## src/sv/swt_pkg.sv

```systemverilog
`timescale 1ns / 1ps
`default_nettype none

package swt_pkg;

    localparam int TIME_W  = 48;
    localparam int GEN_W   = 32;
    localparam int CFG_W   = 32;
    localparam int CNT_W   = 4;
    localparam int PROD_W  = CFG_W + CNT_W;
    localparam int STAT_W  = 3;
    localparam int MODE_W  = 2;
    localparam int CFG_IDX_W = 1;

    localparam int S_TDATA_W = 80;
    localparam int M_TDATA_W = 128;

    localparam logic [CNT_W-1:0] SLICE_CAP = CNT_W'(5);

    localparam logic [CFG_W-1:0] TOTAL_RESET = CFG_W'(7300000);
    localparam logic [CFG_W-1:0] SLICE_RESET = CFG_W'(1460000);

    localparam logic [CFG_IDX_W-1:0] CFG_IDX_TOTAL = 1'b0;
    localparam logic [CFG_IDX_W-1:0] CFG_IDX_SLICE = 1'b1;

    typedef enum logic [MODE_W-1:0] {
        MODE_BEGIN   = 2'd0,
        MODE_POLL    = 2'd1,
        MODE_RESTART = 2'd2,
        MODE_QUERY   = 2'd3
    } mode_t;

    typedef enum logic [STAT_W-1:0] {
        ST_OK         = 3'd0,
        ST_ACTIVE     = 3'd1,
        ST_NOT_ACTIVE = 3'd2,
        ST_CLOCK      = 3'd3,
        ST_SEGMENT    = 3'd4,
        ST_EARLY      = 3'd5
    } status_t;

    typedef struct packed {
        mode_t              mode;
        logic [TIME_W-1:0]  now_ms;
        logic [GEN_W-1:0]   request_generation;
    } cmd_t;

    typedef struct packed {
        logic [CFG_W-1:0] total_duration_ms;
        logic [CFG_W-1:0] slice_len;
    } cfg_t;

    typedef struct packed {
        status_t            status;
        logic               boundary_reached;
        logic               is_active;
        logic               has_begun;
        logic [TIME_W-1:0]  elapsed_time;
        logic               ready_res;
        logic [CNT_W-1:0]   slice_total;
        logic [GEN_W-1:0]   current_generation;
        logic [CFG_W-1:0]   deadline_offset;
    } res_t;

endpackage

`default_nettype wire

```

## src/sv/swt_in_reg.sv

```systemverilog
`timescale 1ns / 1ps
`default_nettype none

module swt_in_reg (
    input  wire logic          aclk,
    input  wire logic          aresetn,
    input  wire logic          in_valid,
    output logic               in_ready,
    input  wire swt_pkg::cmd_t in_cmd,
    output logic               out_valid,
    input  wire logic          out_take,
    output swt_pkg::cmd_t      out_cmd
);

    logic          valid_reg;
    logic          valid_next;
    swt_pkg::cmd_t cmd_reg;
    logic          load;

    // A new word may enter in the same cycle the held one moves on.
    assign in_ready = !valid_reg || out_take;
    assign load     = in_valid && in_ready;

    always_comb begin
        if (load) begin
            valid_next = 1'b1;
        end else if (out_take) begin
            valid_next = 1'b0;
        end else begin
            valid_next = valid_reg;
        end
    end

    always_ff @(posedge aclk) begin
        if (!aresetn) begin
            valid_reg <= 1'b0;
        end else begin
            valid_reg <= valid_next;
        end
    end

    always_ff @(posedge aclk) begin
        if (load) begin
            cmd_reg <= in_cmd;
        end
    end

    assign out_valid = valid_reg;
    assign out_cmd   = cmd_reg;

endmodule

`default_nettype wire

```

## src/sv/swt_core.sv

```systemverilog
`timescale 1ns / 1ps
`default_nettype none

module swt_core (
    input  wire logic          aclk,
    input  wire logic          aresetn,
    input  wire logic          cmd_valid,
    input  wire swt_pkg::cmd_t cmd,
    output logic               cmd_take,
    input  wire swt_pkg::cfg_t cfg,
    input  wire logic          res_ready,
    output swt_pkg::res_t      res
);

    logic                            active_reg, active_next;
    logic                            started_reg, started_next;
    logic [swt_pkg::TIME_W-1:0]      start_reg, start_next;
    logic [swt_pkg::TIME_W-1:0]      last_reg, last_next;
    logic [swt_pkg::GEN_W-1:0]       gen_reg, gen_next;
    logic [swt_pkg::CNT_W-1:0]       cnt_reg, cnt_next;
    logic [swt_pkg::CFG_W-1:0]       deadline_reg, deadline_next;

    logic                            fire;
    logic                            clk_ok;
    logic [swt_pkg::TIME_W-1:0]      spent_raw;
    logic [swt_pkg::TIME_W-1:0]      pre_spent;
    logic [swt_pkg::TIME_W-1:0]      total_ext;
    logic                            pre_ge_total;
    logic [swt_pkg::CNT_W-1:0]       cnt_inc;
    logic [swt_pkg::PROD_W-1:0]      prod;
    logic                            prod_lt_total;
    logic [swt_pkg::CFG_W-1:0]       new_deadline;
    logic                            spent_ge_prod;
    logic                            spent_ge_dl;
    logic                            new_seg;
    logic                            seg_bad;
    logic                            begin_ok;
    logic [swt_pkg::TIME_W-1:0]      post_spent;
    logic                            post_ok;
    swt_pkg::status_t                status_next;
    logic                            boundary_next;

    assign fire     = cmd_valid && res_ready;
    assign cmd_take = fire;

    // The clock is consistent when nothing was started or when the stamp is
    // not behind either the start or the last accepted poll.
    assign clk_ok    = !started_reg ||
                       (cmd.now_ms >= start_reg && cmd.now_ms >= last_reg);
    assign spent_raw = cmd.now_ms - start_reg;
    assign pre_spent = (started_reg && clk_ok) ? spent_raw : '0;
    assign total_ext = swt_pkg::TIME_W'(cfg.total_duration_ms);
    assign pre_ge_total = pre_spent >= total_ext;

    assign cnt_inc       = cnt_reg + swt_pkg::CNT_W'(1);
    assign prod          = swt_pkg::PROD_W'(cfg.slice_len) * swt_pkg::PROD_W'(cnt_inc);
    assign prod_lt_total = prod < swt_pkg::PROD_W'(cfg.total_duration_ms);
    assign new_deadline  = prod_lt_total ? prod[swt_pkg::CFG_W-1:0]
                                         : cfg.total_duration_ms;

    // Reaching min(prod, total) is the same as reaching either one, which
    // keeps the multiply and the boundary compare side by side.
    assign spent_ge_prod = pre_spent >= swt_pkg::TIME_W'(prod);
    assign spent_ge_dl   = pre_spent >= swt_pkg::TIME_W'(deadline_reg);

    assign new_seg = cmd.request_generation != gen_reg;
    assign seg_bad = (cmd.request_generation < gen_reg) ||
                     (cnt_reg >= swt_pkg::SLICE_CAP) ||
                     ((gen_reg != '0) && !spent_ge_dl);

    always_comb begin
        active_next   = active_reg;
        started_next  = started_reg;
        start_next    = start_reg;
        last_next     = last_reg;
        gen_next      = gen_reg;
        cnt_next      = cnt_reg;
        deadline_next = deadline_reg;
        status_next   = swt_pkg::ST_OK;
        boundary_next = 1'b0;
        begin_ok      = 1'b0;
        unique case (cmd.mode)
            swt_pkg::MODE_BEGIN: begin
                if (active_reg) begin
                    status_next = swt_pkg::ST_ACTIVE;
                end else begin
                    begin_ok      = 1'b1;
                    start_next    = cmd.now_ms;
                    last_next     = cmd.now_ms;
                    gen_next      = '0;
                    cnt_next      = '0;
                    deadline_next = '0;
                    active_next   = 1'b1;
                    started_next  = 1'b1;
                end
            end
            swt_pkg::MODE_POLL: begin
                if (!active_reg || cmd.request_generation == '0) begin
                    status_next = swt_pkg::ST_NOT_ACTIVE;
                end else if (!clk_ok) begin
                    status_next = swt_pkg::ST_CLOCK;
                end else if (new_seg && seg_bad) begin
                    status_next = swt_pkg::ST_SEGMENT;
                end else begin
                    last_next = cmd.now_ms;
                    if (new_seg) begin
                        gen_next      = cmd.request_generation;
                        cnt_next      = cnt_inc;
                        deadline_next = new_deadline;
                        boundary_next = spent_ge_prod || pre_ge_total;
                    end else begin
                        boundary_next = spent_ge_dl;
                    end
                end
            end
            swt_pkg::MODE_RESTART: begin
                if (!active_reg) begin
                    status_next = swt_pkg::ST_EARLY;
                end else if (!clk_ok) begin
                    status_next = swt_pkg::ST_CLOCK;
                end else if (!pre_ge_total) begin
                    status_next = swt_pkg::ST_EARLY;
                end else begin
                    active_next = 1'b0;
                    last_next   = cmd.now_ms;
                end
            end
            swt_pkg::MODE_QUERY: begin
                if (!clk_ok) begin
                    status_next = swt_pkg::ST_CLOCK;
                end
            end
            default: begin
                status_next = swt_pkg::ST_OK;
            end
        endcase
    end

    // Only a fresh begin changes the elapsed view; every other accepted
    // update keeps start and leaves last at or below the stamp.
    assign post_spent = begin_ok ? '0 : pre_spent;
    assign post_ok    = begin_ok || clk_ok;

    always_comb begin
        res.status             = status_next;
        res.boundary_reached   = boundary_next;
        res.is_active          = active_next;
        res.has_begun          = started_next;
        res.elapsed_time       = post_spent;
        res.ready_res          = active_next && post_ok && (post_spent >= total_ext);
        res.slice_total        = cnt_next;
        res.current_generation = gen_next;
        res.deadline_offset    = deadline_next;
    end

    always_ff @(posedge aclk) begin
        if (!aresetn) begin
            active_reg   <= 1'b0;
            started_reg  <= 1'b0;
            start_reg    <= '0;
            last_reg     <= '0;
            gen_reg      <= '0;
            cnt_reg      <= '0;
            deadline_reg <= '0;
        end else if (fire) begin
            active_reg   <= active_next;
            started_reg  <= started_next;
            start_reg    <= start_next;
            last_reg     <= last_next;
            gen_reg      <= gen_next;
            cnt_reg      <= cnt_next;
            deadline_reg <= deadline_next;
        end
    end

`ifndef SYNTHESIS
    a_cnt_bound: assert property (@(posedge aclk) disable iff (!aresetn)
        cnt_reg <= swt_pkg::SLICE_CAP)
        else $error("slice count beyond limit");

    a_active_started: assert property (@(posedge aclk) disable iff (!aresetn)
        active_reg |-> started_reg)
        else $error("active without a recorded start");

    a_reject_holds: assert property (@(posedge aclk) disable iff (!aresetn)
        fire && status_next != swt_pkg::ST_OK |=>
            $stable(active_reg) && $stable(gen_reg) && $stable(cnt_reg) &&
            $stable(deadline_reg) && $stable(last_reg) && $stable(start_reg))
        else $error("rejected command changed state");

    a_begin_clears: assert property (@(posedge aclk) disable iff (!aresetn)
        fire && begin_ok |=> active_reg && cnt_reg == '0 && gen_reg == '0)
        else $error("begin did not open a fresh wait");
`endif

endmodule

`default_nettype wire

```

## src/sv/swt_out_reg.sv

```systemverilog
`timescale 1ns / 1ps
`default_nettype none

module swt_out_reg (
    input  wire logic          aclk,
    input  wire logic          aresetn,
    input  wire logic          load,
    output logic               can_load,
    input  wire swt_pkg::res_t in_res,
    output logic               out_valid,
    input  wire logic          out_ready,
    output swt_pkg::res_t      out_res
);

    logic          valid_reg;
    logic          valid_next;
    swt_pkg::res_t res_reg;

    assign can_load = !valid_reg || out_ready;

    always_comb begin
        if (load) begin
            valid_next = 1'b1;
        end else if (out_ready) begin
            valid_next = 1'b0;
        end else begin
            valid_next = valid_reg;
        end
    end

    always_ff @(posedge aclk) begin
        if (!aresetn) begin
            valid_reg <= 1'b0;
        end else begin
            valid_reg <= valid_next;
        end
    end

    always_ff @(posedge aclk) begin
        if (load) begin
            res_reg <= in_res;
        end
    end

    assign out_valid = valid_reg;
    assign out_res   = res_reg;

endmodule

`default_nettype wire

```

## src/sv/segmented_wait_tracker.sv

```systemverilog
`timescale 1ns / 1ps
`default_nettype none

// Tracks one long wait cut into numbered segments. Each word on the s_ channel
// is a command (begin, poll, restart done, status query) with a millisecond
// stamp and a segment generation; each command yields exactly one result word
// on the m_ channel with a status code and a snapshot of the tracker state.
// Two registers, the total duration and the slice length, are written through
// the cfg_ port; the user must do so only while no command is in flight, as the
// block does not enforce it. A command is held in the input register, then the
// state update and result are computed combinationally into the result register.
// Throughput is one command per cycle while m_tready is high; the slice multiply
// (32 by 4 bits) and the 48-bit elapsed subtract and compares set the logic depth.
// Reset clears the wait (not active, not begun, all counters zero) and loads
// the default durations. When m_tready is low the result register holds its
// word; one more command is taken into the input register, after which
// s_tready drops until the result moves on.
module segmented_wait_tracker (
    input  wire logic                               aclk,
    input  wire logic                               aresetn,
    input  wire logic                               s_tvalid,
    output logic                                    s_tready,
    // now_ms[47:0], request_generation[79:48]
    input  wire logic [swt_pkg::S_TDATA_W-1:0]      s_tdata,
    // mode[1:0]
    input  wire logic [swt_pkg::MODE_W-1:0]         s_tuser,
    output logic                                    m_tvalid,
    input  wire logic                               m_tready,
    // status[2:0], boundary_reached[3], is_active[4], has_begun[5],
    // elapsed_time[53:6], ready_res[54], slice_total[58:55],
    // current_generation[90:59], deadline_offset[122:91], zero[127:123]
    output logic [swt_pkg::M_TDATA_W-1:0]           m_tdata,
    input  wire logic                               cfg_we,
    input  wire logic [swt_pkg::CFG_IDX_W-1:0]      cfg_addr,
    input  wire logic [swt_pkg::CFG_W-1:0]          cfg_wdata
);

    localparam int RES_W = $bits(swt_pkg::res_t);

    logic [swt_pkg::CFG_W-1:0] total_reg;
    logic [swt_pkg::CFG_W-1:0] slice_reg;
    swt_pkg::cfg_t             cfg;

    swt_pkg::cmd_t in_cmd;
    swt_pkg::cmd_t held_cmd;
    logic          held_valid;
    logic          cmd_take;
    logic          res_can_load;
    swt_pkg::res_t core_res;
    swt_pkg::res_t out_res;

    always_ff @(posedge aclk) begin
        if (!aresetn) begin
            total_reg <= swt_pkg::TOTAL_RESET;
            slice_reg <= swt_pkg::SLICE_RESET;
        end else if (cfg_we) begin
            unique case (cfg_addr)
                swt_pkg::CFG_IDX_TOTAL: total_reg <= cfg_wdata;
                swt_pkg::CFG_IDX_SLICE: slice_reg <= cfg_wdata;
                default: total_reg <= total_reg;
            endcase
        end
    end

    assign cfg.total_duration_ms = total_reg;
    assign cfg.slice_len         = slice_reg;

    assign in_cmd.mode               = swt_pkg::mode_t'(s_tuser);
    assign in_cmd.now_ms             = s_tdata[swt_pkg::TIME_W-1:0];
    assign in_cmd.request_generation =
        s_tdata[swt_pkg::TIME_W + swt_pkg::GEN_W - 1:swt_pkg::TIME_W];

    swt_in_reg u_in (
        .aclk      (aclk),
        .aresetn   (aresetn),
        .in_valid  (s_tvalid),
        .in_ready  (s_tready),
        .in_cmd    (in_cmd),
        .out_valid (held_valid),
        .out_take  (cmd_take),
        .out_cmd   (held_cmd)
    );

    swt_core u_core (
        .aclk      (aclk),
        .aresetn   (aresetn),
        .cmd_valid (held_valid),
        .cmd       (held_cmd),
        .cmd_take  (cmd_take),
        .cfg       (cfg),
        .res_ready (res_can_load),
        .res       (core_res)
    );

    swt_out_reg u_out (
        .aclk      (aclk),
        .aresetn   (aresetn),
        .load      (cmd_take),
        .can_load  (res_can_load),
        .in_res    (core_res),
        .out_valid (m_tvalid),
        .out_ready (m_tready),
        .out_res   (out_res)
    );

    assign m_tdata = {
        {(swt_pkg::M_TDATA_W - RES_W){1'b0}},
        out_res.deadline_offset,
        out_res.current_generation,
        out_res.slice_total,
        out_res.ready_res,
        out_res.elapsed_time,
        out_res.has_begun,
        out_res.is_active,
        out_res.boundary_reached,
        out_res.status
    };

endmodule

`default_nettype wire
```

## config.mk

```make
export PLATFORM = sky130hd
export DESIGN_NAME = segmented_wait_tracker
export DESIGN_NICKNAME = d
export VERILOG_FILES = /design/src/sv/swt_pkg.sv /design/src/sv/swt_in_reg.sv /design/src/sv/swt_core.sv /design/src/sv/swt_out_reg.sv /design/src/sv/segmented_wait_tracker.sv
export SDC_FILE = /design/constraint.sdc
export NUM_CORES = 1
export LEC_CHECK = 0
export ABC_CLOCK_PERIOD_IN_PS = 7900
export BUFFER_PORTS_ARGS = -buffer_cell sky130_fd_sc_hd__buf_2
export CORE_UTILIZATION = 40
export CTS_CLUSTER_DIAMETER = 50
export DETAILED_ROUTE_END_ITERATION = 7
export GPL_ROUTABILITY_DRIVEN = 0
export PLACE_DENSITY = 0.54
export SYNTH_ARGS = -nofsm -noshare
export SYNTH_HDL_FRONTEND = slang
export SYNTH_SLANG_ARGS = --single-unit
```

## constraint.sdc

```tcl
create_clock -name aclk -period 7.9 [get_ports aclk]
set_clock_uncertainty 0.05 [all_clocks]
set_input_delay 1.58 -clock aclk [delete_from_list [all_inputs] [get_ports aclk]]
set_output_delay 1.58 -clock aclk [all_outputs]
set_load 0.02 [all_outputs]
```

==> run metrics, run 1 <==
post-route clock period utilization=92.40%; Pre-antenna DRT Iters=5; CP Data Arrival Time=7.57 ns; P per Cell Area=189.5 nW/µm²; synthesized cell area=30330 µm²; Crit path depth=27; die area=76940 µm²; RSZ-0062 raised after global routing=false; clock slew at reported path FFs=0.06 ns; Die Y=277.4 µm; sequential-to-total area share from yosys stat=35.60%; clk_lat worst skew=0.62 ns; min Tclk post-route=7.299 ns; Final TNS setup=0 ns; Max IR drop VDD=158.7 µV; Die W=277.4 µm; worst setup path start=u_core.cnt_reg[2]; Synth cell types=78; Slew Limit Fails=0; final hold slack=0.4023 ns; Vias=24620; top cells by area, synth=edfxtp_1 20%, dfxtp_1 15%, ha_1 14%; Routed WL=85890 µm; largest net degree at the start of global routing=93; warnings from Yosys=0; worst slew pin tran=1.207 ns; number of global-route vias before repair=23940; Critical Path Fanout Max=32; first-pass GRT wire length=135700 µm; maximum clock rate=137.0 MHz; post-route ant nets=0; predominant post-synthesis flop cell=dfxtp_1; Slowest-stage cell, CP=a2111oi_0; share of the synthesized area in the top cell type=20.29%; number of synthesized flops with an enable pin=205; Core Region=74700 µm²; kind of critical path=flop to flop; area grow syn2layout=15.27%; Reg-to-Reg Start=u_core.cnt_reg[2]; vias per inst=5.296; CP Capture Point=u_out.out_res[13]; H-tree depth=3; DRC Markers=0; Setup crit start kind=flop; Syn Inst Count=3433; CP Capture Type=flop; cell mode on critical path=o21ai_0; reg2reg path depth=27; initial core utilization=40.61%; gr usage total=22.18%; worst stage delay on the critical path=0.57 ns; Avg Inst Size Synth=8.836 µm²; reg2reg end=u_out.out_res[13]; count leader, synth=nand2_1; CTS tree=built; GRT overflow=0; reg2reg setup slack=0.60 ns; CTS buffer count=73; FF+latch count, synth=437; Buf+Inv Stages, Crit Path=2; post-CTS setup repair buffer count=0; top cell type by total area after synthesis=edfxtp_1; IO buf count=244; HP Class=flop to flop; max reg flops=123; CTS Hold Buffers Added=0; max cap viols=0; delay-heaviest family, CP=compound AO/OA/AOI/OAI gates; status=completed; Leak=14.61 nW; ranking of synthesized cells by instance count=447 x nand2_1, 374 x inv_1, 334 x ha_1, 232 x dfxtp_1, 205 x edfxtp_1; Initial DRC Count=1589; Sink Count=437; slew margin rel.=18.91%; WL/cell=18.48 µm; Root Buffer=clkbuf_16; share of layout cells above drive strength 1=11.86%; HPWL Detailed=64640 µm; num rows=100; placed instance count=4512; antenna violations before repair=4; Setup Viol. Count Final=0; Nets=4133; Finished Layout Cells=4648; CTS Buffer Depth=3; io pins=250; Crit path required time=8.17 ns; Final Hold Vio Count=0; Async SR Flop Fraction=0%
layout make-up:
class                   count  area, µm²
repair buffers            278       1526
clock inverters            46      536.8
multi-input cells        2452      17500
clock buffers              88       1967
well taps                 969       1212
diodes                      2      5.005
inverters                 376       1416
fillers                  7277      39730
flip-flops and latches    437      10800
per-layer routing:
metal / part of all wire (%) / wire length, µm / global-route usage [%] / vias to the layer above
li1: - / - / - / 12430
met2: 44 / 38070 / 34.79 / 539
met1: 49 / 42170 / 31.69 / 11540
met3: 4.4 / 3805 / 3.032 / 109
met4: 2.1 / 1846 / 6.239 / 0
met5: 0 / 0 / 0 / -
worst min-delay path, delay by kind of cell, from the launching register on:
family / cells / cell delay [ns]
flip-flops: 1 / 0.30
multiplexers: 1 / 0.05
AND/OR/NAND/NOR: 1 / 0.05
power breakdown:
| part | switching (mW) | internal (mW) | total (mW) |
|---|---|---|---|
| registers | 0.0745 | 2.46 | 2.53 |
| logic | 0.527 | 0.297 | 0.824 |
| clock network | 1.23 | 2.04 | 3.27 |
| total | 1.83 | 4.80 | 6.63 |
cells by family (layout without fill, tap and decap cells):
group	after synthesis	after routing	synth area share, %
AND/OR/NAND/NOR	1114	1114	17.60
XOR/XNOR	70	70	2.021
buffers and inverters	548	788	7.020
other	1	7	0.01236
AO/OA/AOI/OAI	785	785	17.20
multiplexers	83	83	2.739
flip-flops	437	437	35.60
adder cells (fa/ha/maj)	395	395	17.80
worst min path at each step:
stage	start	to	depth (start not counted)
2_1_floorplan	u_core.last_reg[10]	u_core.last_reg[10]	2
3_3_place_gp	u_core.last_reg[21]	u_core.last_reg[21]	2
3_5_place_dp	u_core.last_reg[35]	u_core.last_reg[35]	2
4_1_cts	u_core.last_reg[4]	u_core.last_reg[4]	2
5_1_grt	u_core.last_reg[10]	u_core.last_reg[10]	2
6_report	u_core.last_reg[41]	u_core.last_reg[41]	2
timing repair:
item / CTS / global route
resized for setup: 0 / 4
endpoints found under the setup margin: 0 / 64
hold endpoints to repair: 0 / 0
stage by stage:
stage	utilization [%]	total power [mW]	instance area (µm²)	setup slack, ns
after floorplan	-	3.126	30350	0.8782
after global placement	43.44	3.394	32440	0.4559
after detailed placement	43.44	3.398	32440	0.3698
after CTS	46.79	6.707	34950	0.3079
after global routing	46.80	6.896	34960	0.09571
final	46.81	6.625	34970	0.6007
placed cells by master, fill, tap and decap left out, types with 13 or more instances in the layout:
cell type / count
inv_1: 374
buf_4: 30
nand2b_1: 24
o221ai_1: 36
ha_1: 333
xor2_1: 30
fa_1: 61
dfxtp_1: 232
mux2i_1: 83
nor2_1: 104
a21o_1: 71
nor4_1: 23
o21ai_0: 173
xnor2_1: 38
and2_1: 109
o21a_1: 21
a31oi_1: 13
clkbuf_16: 76
edfxtp_1: 205
a211oi_1: 19
nand3_1: 201
buf_2: 243
nand2_1: 446
nor3_1: 30
a21boi_0: 126
and3_1: 50
o211ai_1: 62
a21oi_1: 164
nor2b_1: 37
nand4_1: 53
Power figures use the tool's default switching activity.
==> run 2: changes to the inputs <==
ABC_CLOCK_PERIOD_IN_PS = 6600   (was 7900)
PLACE_DENSITY = 0.56   (was 0.54)
clock period = 6.6 ns   (was 7.9 ns; I/O delays follow)
==> run metrics, run 2 (synthesis gave the netlist of run 1 again) <==
status=completed (unchanged); CTS tree=built (unchanged); CP Capture Type=flop (unchanged); met1 Usage GRT=32.56% (was 31.69%); Reg-to-Reg Start=u_core.cnt_reg[0] (was u_core.cnt_reg[2]); Routed WL=88550 µm (was 85890 µm); hold endpoint=u_core.last_reg[35] (was u_core.last_reg[41]); gr usage total=22.58% (was 22.18%); CP Data Arrival Time=6.84 ns (was 7.57 ns); H-tree depth=3 (unchanged); Leak=15.37 nW (was 14.61 nW); Final Hold Vio Count=0 (unchanged); Setup crit start kind=flop (unchanged); die area=76940 µm² (unchanged); Root Buffer=clkbuf_16 (unchanged); fill count=7027 (was 7277); Finished Layout Cells=4769 (was 4648); Critical Path Fanout Max=7 (was 32); WL/cell=18.57 µm (was 18.48 µm); Pre-antenna DRT Iters=5 (unchanged); Sink Count=437 (unchanged); min Tclk post-route=6.548 ns (was 7.299 ns); HPWL Detailed=65970 µm (was 64640 µm); post-route ant nets=0 (unchanged); HP Class=flop to flop (unchanged); post-route clock period utilization=99.22% (was 92.40%); Core Region=74700 µm² (unchanged); worst slew pin tran=1.052 ns (was 1.207 ns); CTS buffer count=67 (was 73); Worst Hold Depth=2 (unchanged); Max IR drop VDD=150.7 µV (was 158.7 µV); placed instance count=4622 (was 4512); max reg flops=123 (unchanged); P per Cell Area=211.5 nW/µm² (was 189.5 nW/µm²); clk_lat worst skew=0.63 ns (was 0.62 ns); reg2reg end=u_out.out_res[7] (was u_out.out_res[13]); Buf+Inv Stages, Crit Path=6 (was 2); initial core utilization=40.61% (unchanged); RSZ-0062 raised after global routing=true (was false); vias per inst=5.269 (was 5.296); most common cell after layout, fill and taps aside=nand2_1 (unchanged); min-delay src=u_core.last_reg[35] (was u_core.last_reg[41]); reg2reg setup slack=0.05 ns (was 0.60 ns); kind of critical path=flop to flop (unchanged); Nets=4260 (was 4133); Die W=277.4 µm (unchanged); reg2reg path depth=28 (was 27); largest net degree at the start of global routing=114 (was 93); Vias=25130 (was 24620); Die Y=277.4 µm (unchanged); busiest grt layer=met2 (unchanged); slew margin rel.=29.69% (was 18.91%); Slew Limit Fails=0 (unchanged); diode count=0 (was 2); Slowest-stage cell, CP=fa_2 (was a2111oi_0); antenna violations before repair=0 (was 4); GRT overflow=0 (unchanged); io pins=250 (unchanged); number of global-route vias before repair=24230 (was 23940); CTS Buffer Depth=3 (unchanged); area grow syn2layout=21.43% (was 15.27%); delay-heaviest family, CP=compound AO/OA/AOI/OAI gates (unchanged); first-pass GRT wire length=138400 µm (was 135700 µm); maximum clock rate=152.7 MHz (was 137.0 MHz); grt met3 use=2.838% (was 3.032%); clock slew at reported path FFs=0.06 ns (about the same); Initial DRC Count=1608 (was 1589); IO buf count=244 (unchanged); GR met2 Demand/Resource=35.00% (was 34.79%); num rows=100 (unchanged); commonest cells after routing, fill and taps aside=445 x nand2_1, 370 x inv_1, 323 x ha_1, 243 x buf_2, 229 x dfxtp_1 (was 446 x nand2_1, 374 x inv_1, 333 x ha_1, 243 x buf_2, 232 x dfxtp_1); Setup Viol. Count Final=0 (unchanged); final hold slack=0.4030 ns (was 0.4023 ns); max cap viols=0 (unchanged); share of layout cells above drive strength 1=17.89% (was 11.86%); DRC Markers=0 (unchanged); Crit path required time=6.89 ns (was 8.17 ns); worst stage delay on the critical path=0.58 ns (was 0.57 ns)
## run 2: report_power, final
| group | switching [mW] | internal, mW |
|---|---|---|
| logic | 0.692 | 0.470 |
| registers | 0.0896 | 2.94 |
| clock network | 1.42 | 2.18 |
| total | 2.21 | 5.58 |
## run 2: layout make-up
type	instances	area, µm²	area share [%]
Multi-Input combinational cell	2452	18310	49.72
Sequential cell	437	10810	29.35
Timing Repair Buffer	411	2794	7.585
Clock buffer	76	1772	4.810
Inverter	376	1423	3.862
Tap cell	969	1212	3.291
Clock inverter	48	509.2	1.382
## run 2: worst reg2reg max path, delay by kind of cell (launching register included)
family	cells	cell delay [ns]
DFF	1	0.37
muxes	1	0.24
adders and majority gates	5	1.75
buffers and inverters	6	0.96
AOI/OAI and AO/OA	10	2.04
xor gates and xnor gates	2	0.47
and+or+nand+nor	4	0.36
## run 2: worst max-delay path by stage
stage / from / to / slack, ns / depth (start not counted)
floorplan: u_core.cnt_reg[0] / u_out.out_res[10] / 0.03 / 31
global placement: u_core.cnt_reg[1] / u_out.out_res[1] / -0.14 / 29
detailed placement: u_core.cnt_reg[1] / u_out.out_res[7] / -0.26 / 26
CTS: u_core.cnt_reg[0] / u_out.out_res[21] / 0.004 / 30
global route: u_core.cnt_reg[0] / u_out.out_res[7] / -0.22 / 28
finish: u_core.cnt_reg[0] / u_out.out_res[7] / 0.05 / 28
## run 2: per-layer routing
layer | vias to the layer above | wire length, µm
li1 | 12690 | -
met1 | 11800 | 42860
met2 | 530 | 39310
met3 | 116 | 3883
met4 | 0 | 2494
met5 | - | 0
## run 2: per-stage QoR
stage	total power, mW	instance area (µm²)	TNS [ns]	util, %	setup WS (ns)
6_report	7.789	36840	0	49.31	0.05158
5_1_grt	8.119	36840	-8.890	49.31	-0.2203
2_1_floorplan	3.744	30370	0	-	0.03380
3_3_place_gp	4.110	33370	-5.183	44.68	-0.1416
3_5_place_dp	4.113	33370	-10.97	44.68	-0.2559
4_1_cts	7.778	35880	0	48.03	0.004363
## run 2: timing repair
action,in CTS,in global routing
hold buffers,0,0
hold endpoints to repair,0,0
gates cloned,2,5
resized for setup,28,153
setup buffers,4,13
endpoints found under the setup margin,65,184
pin swaps,6,50
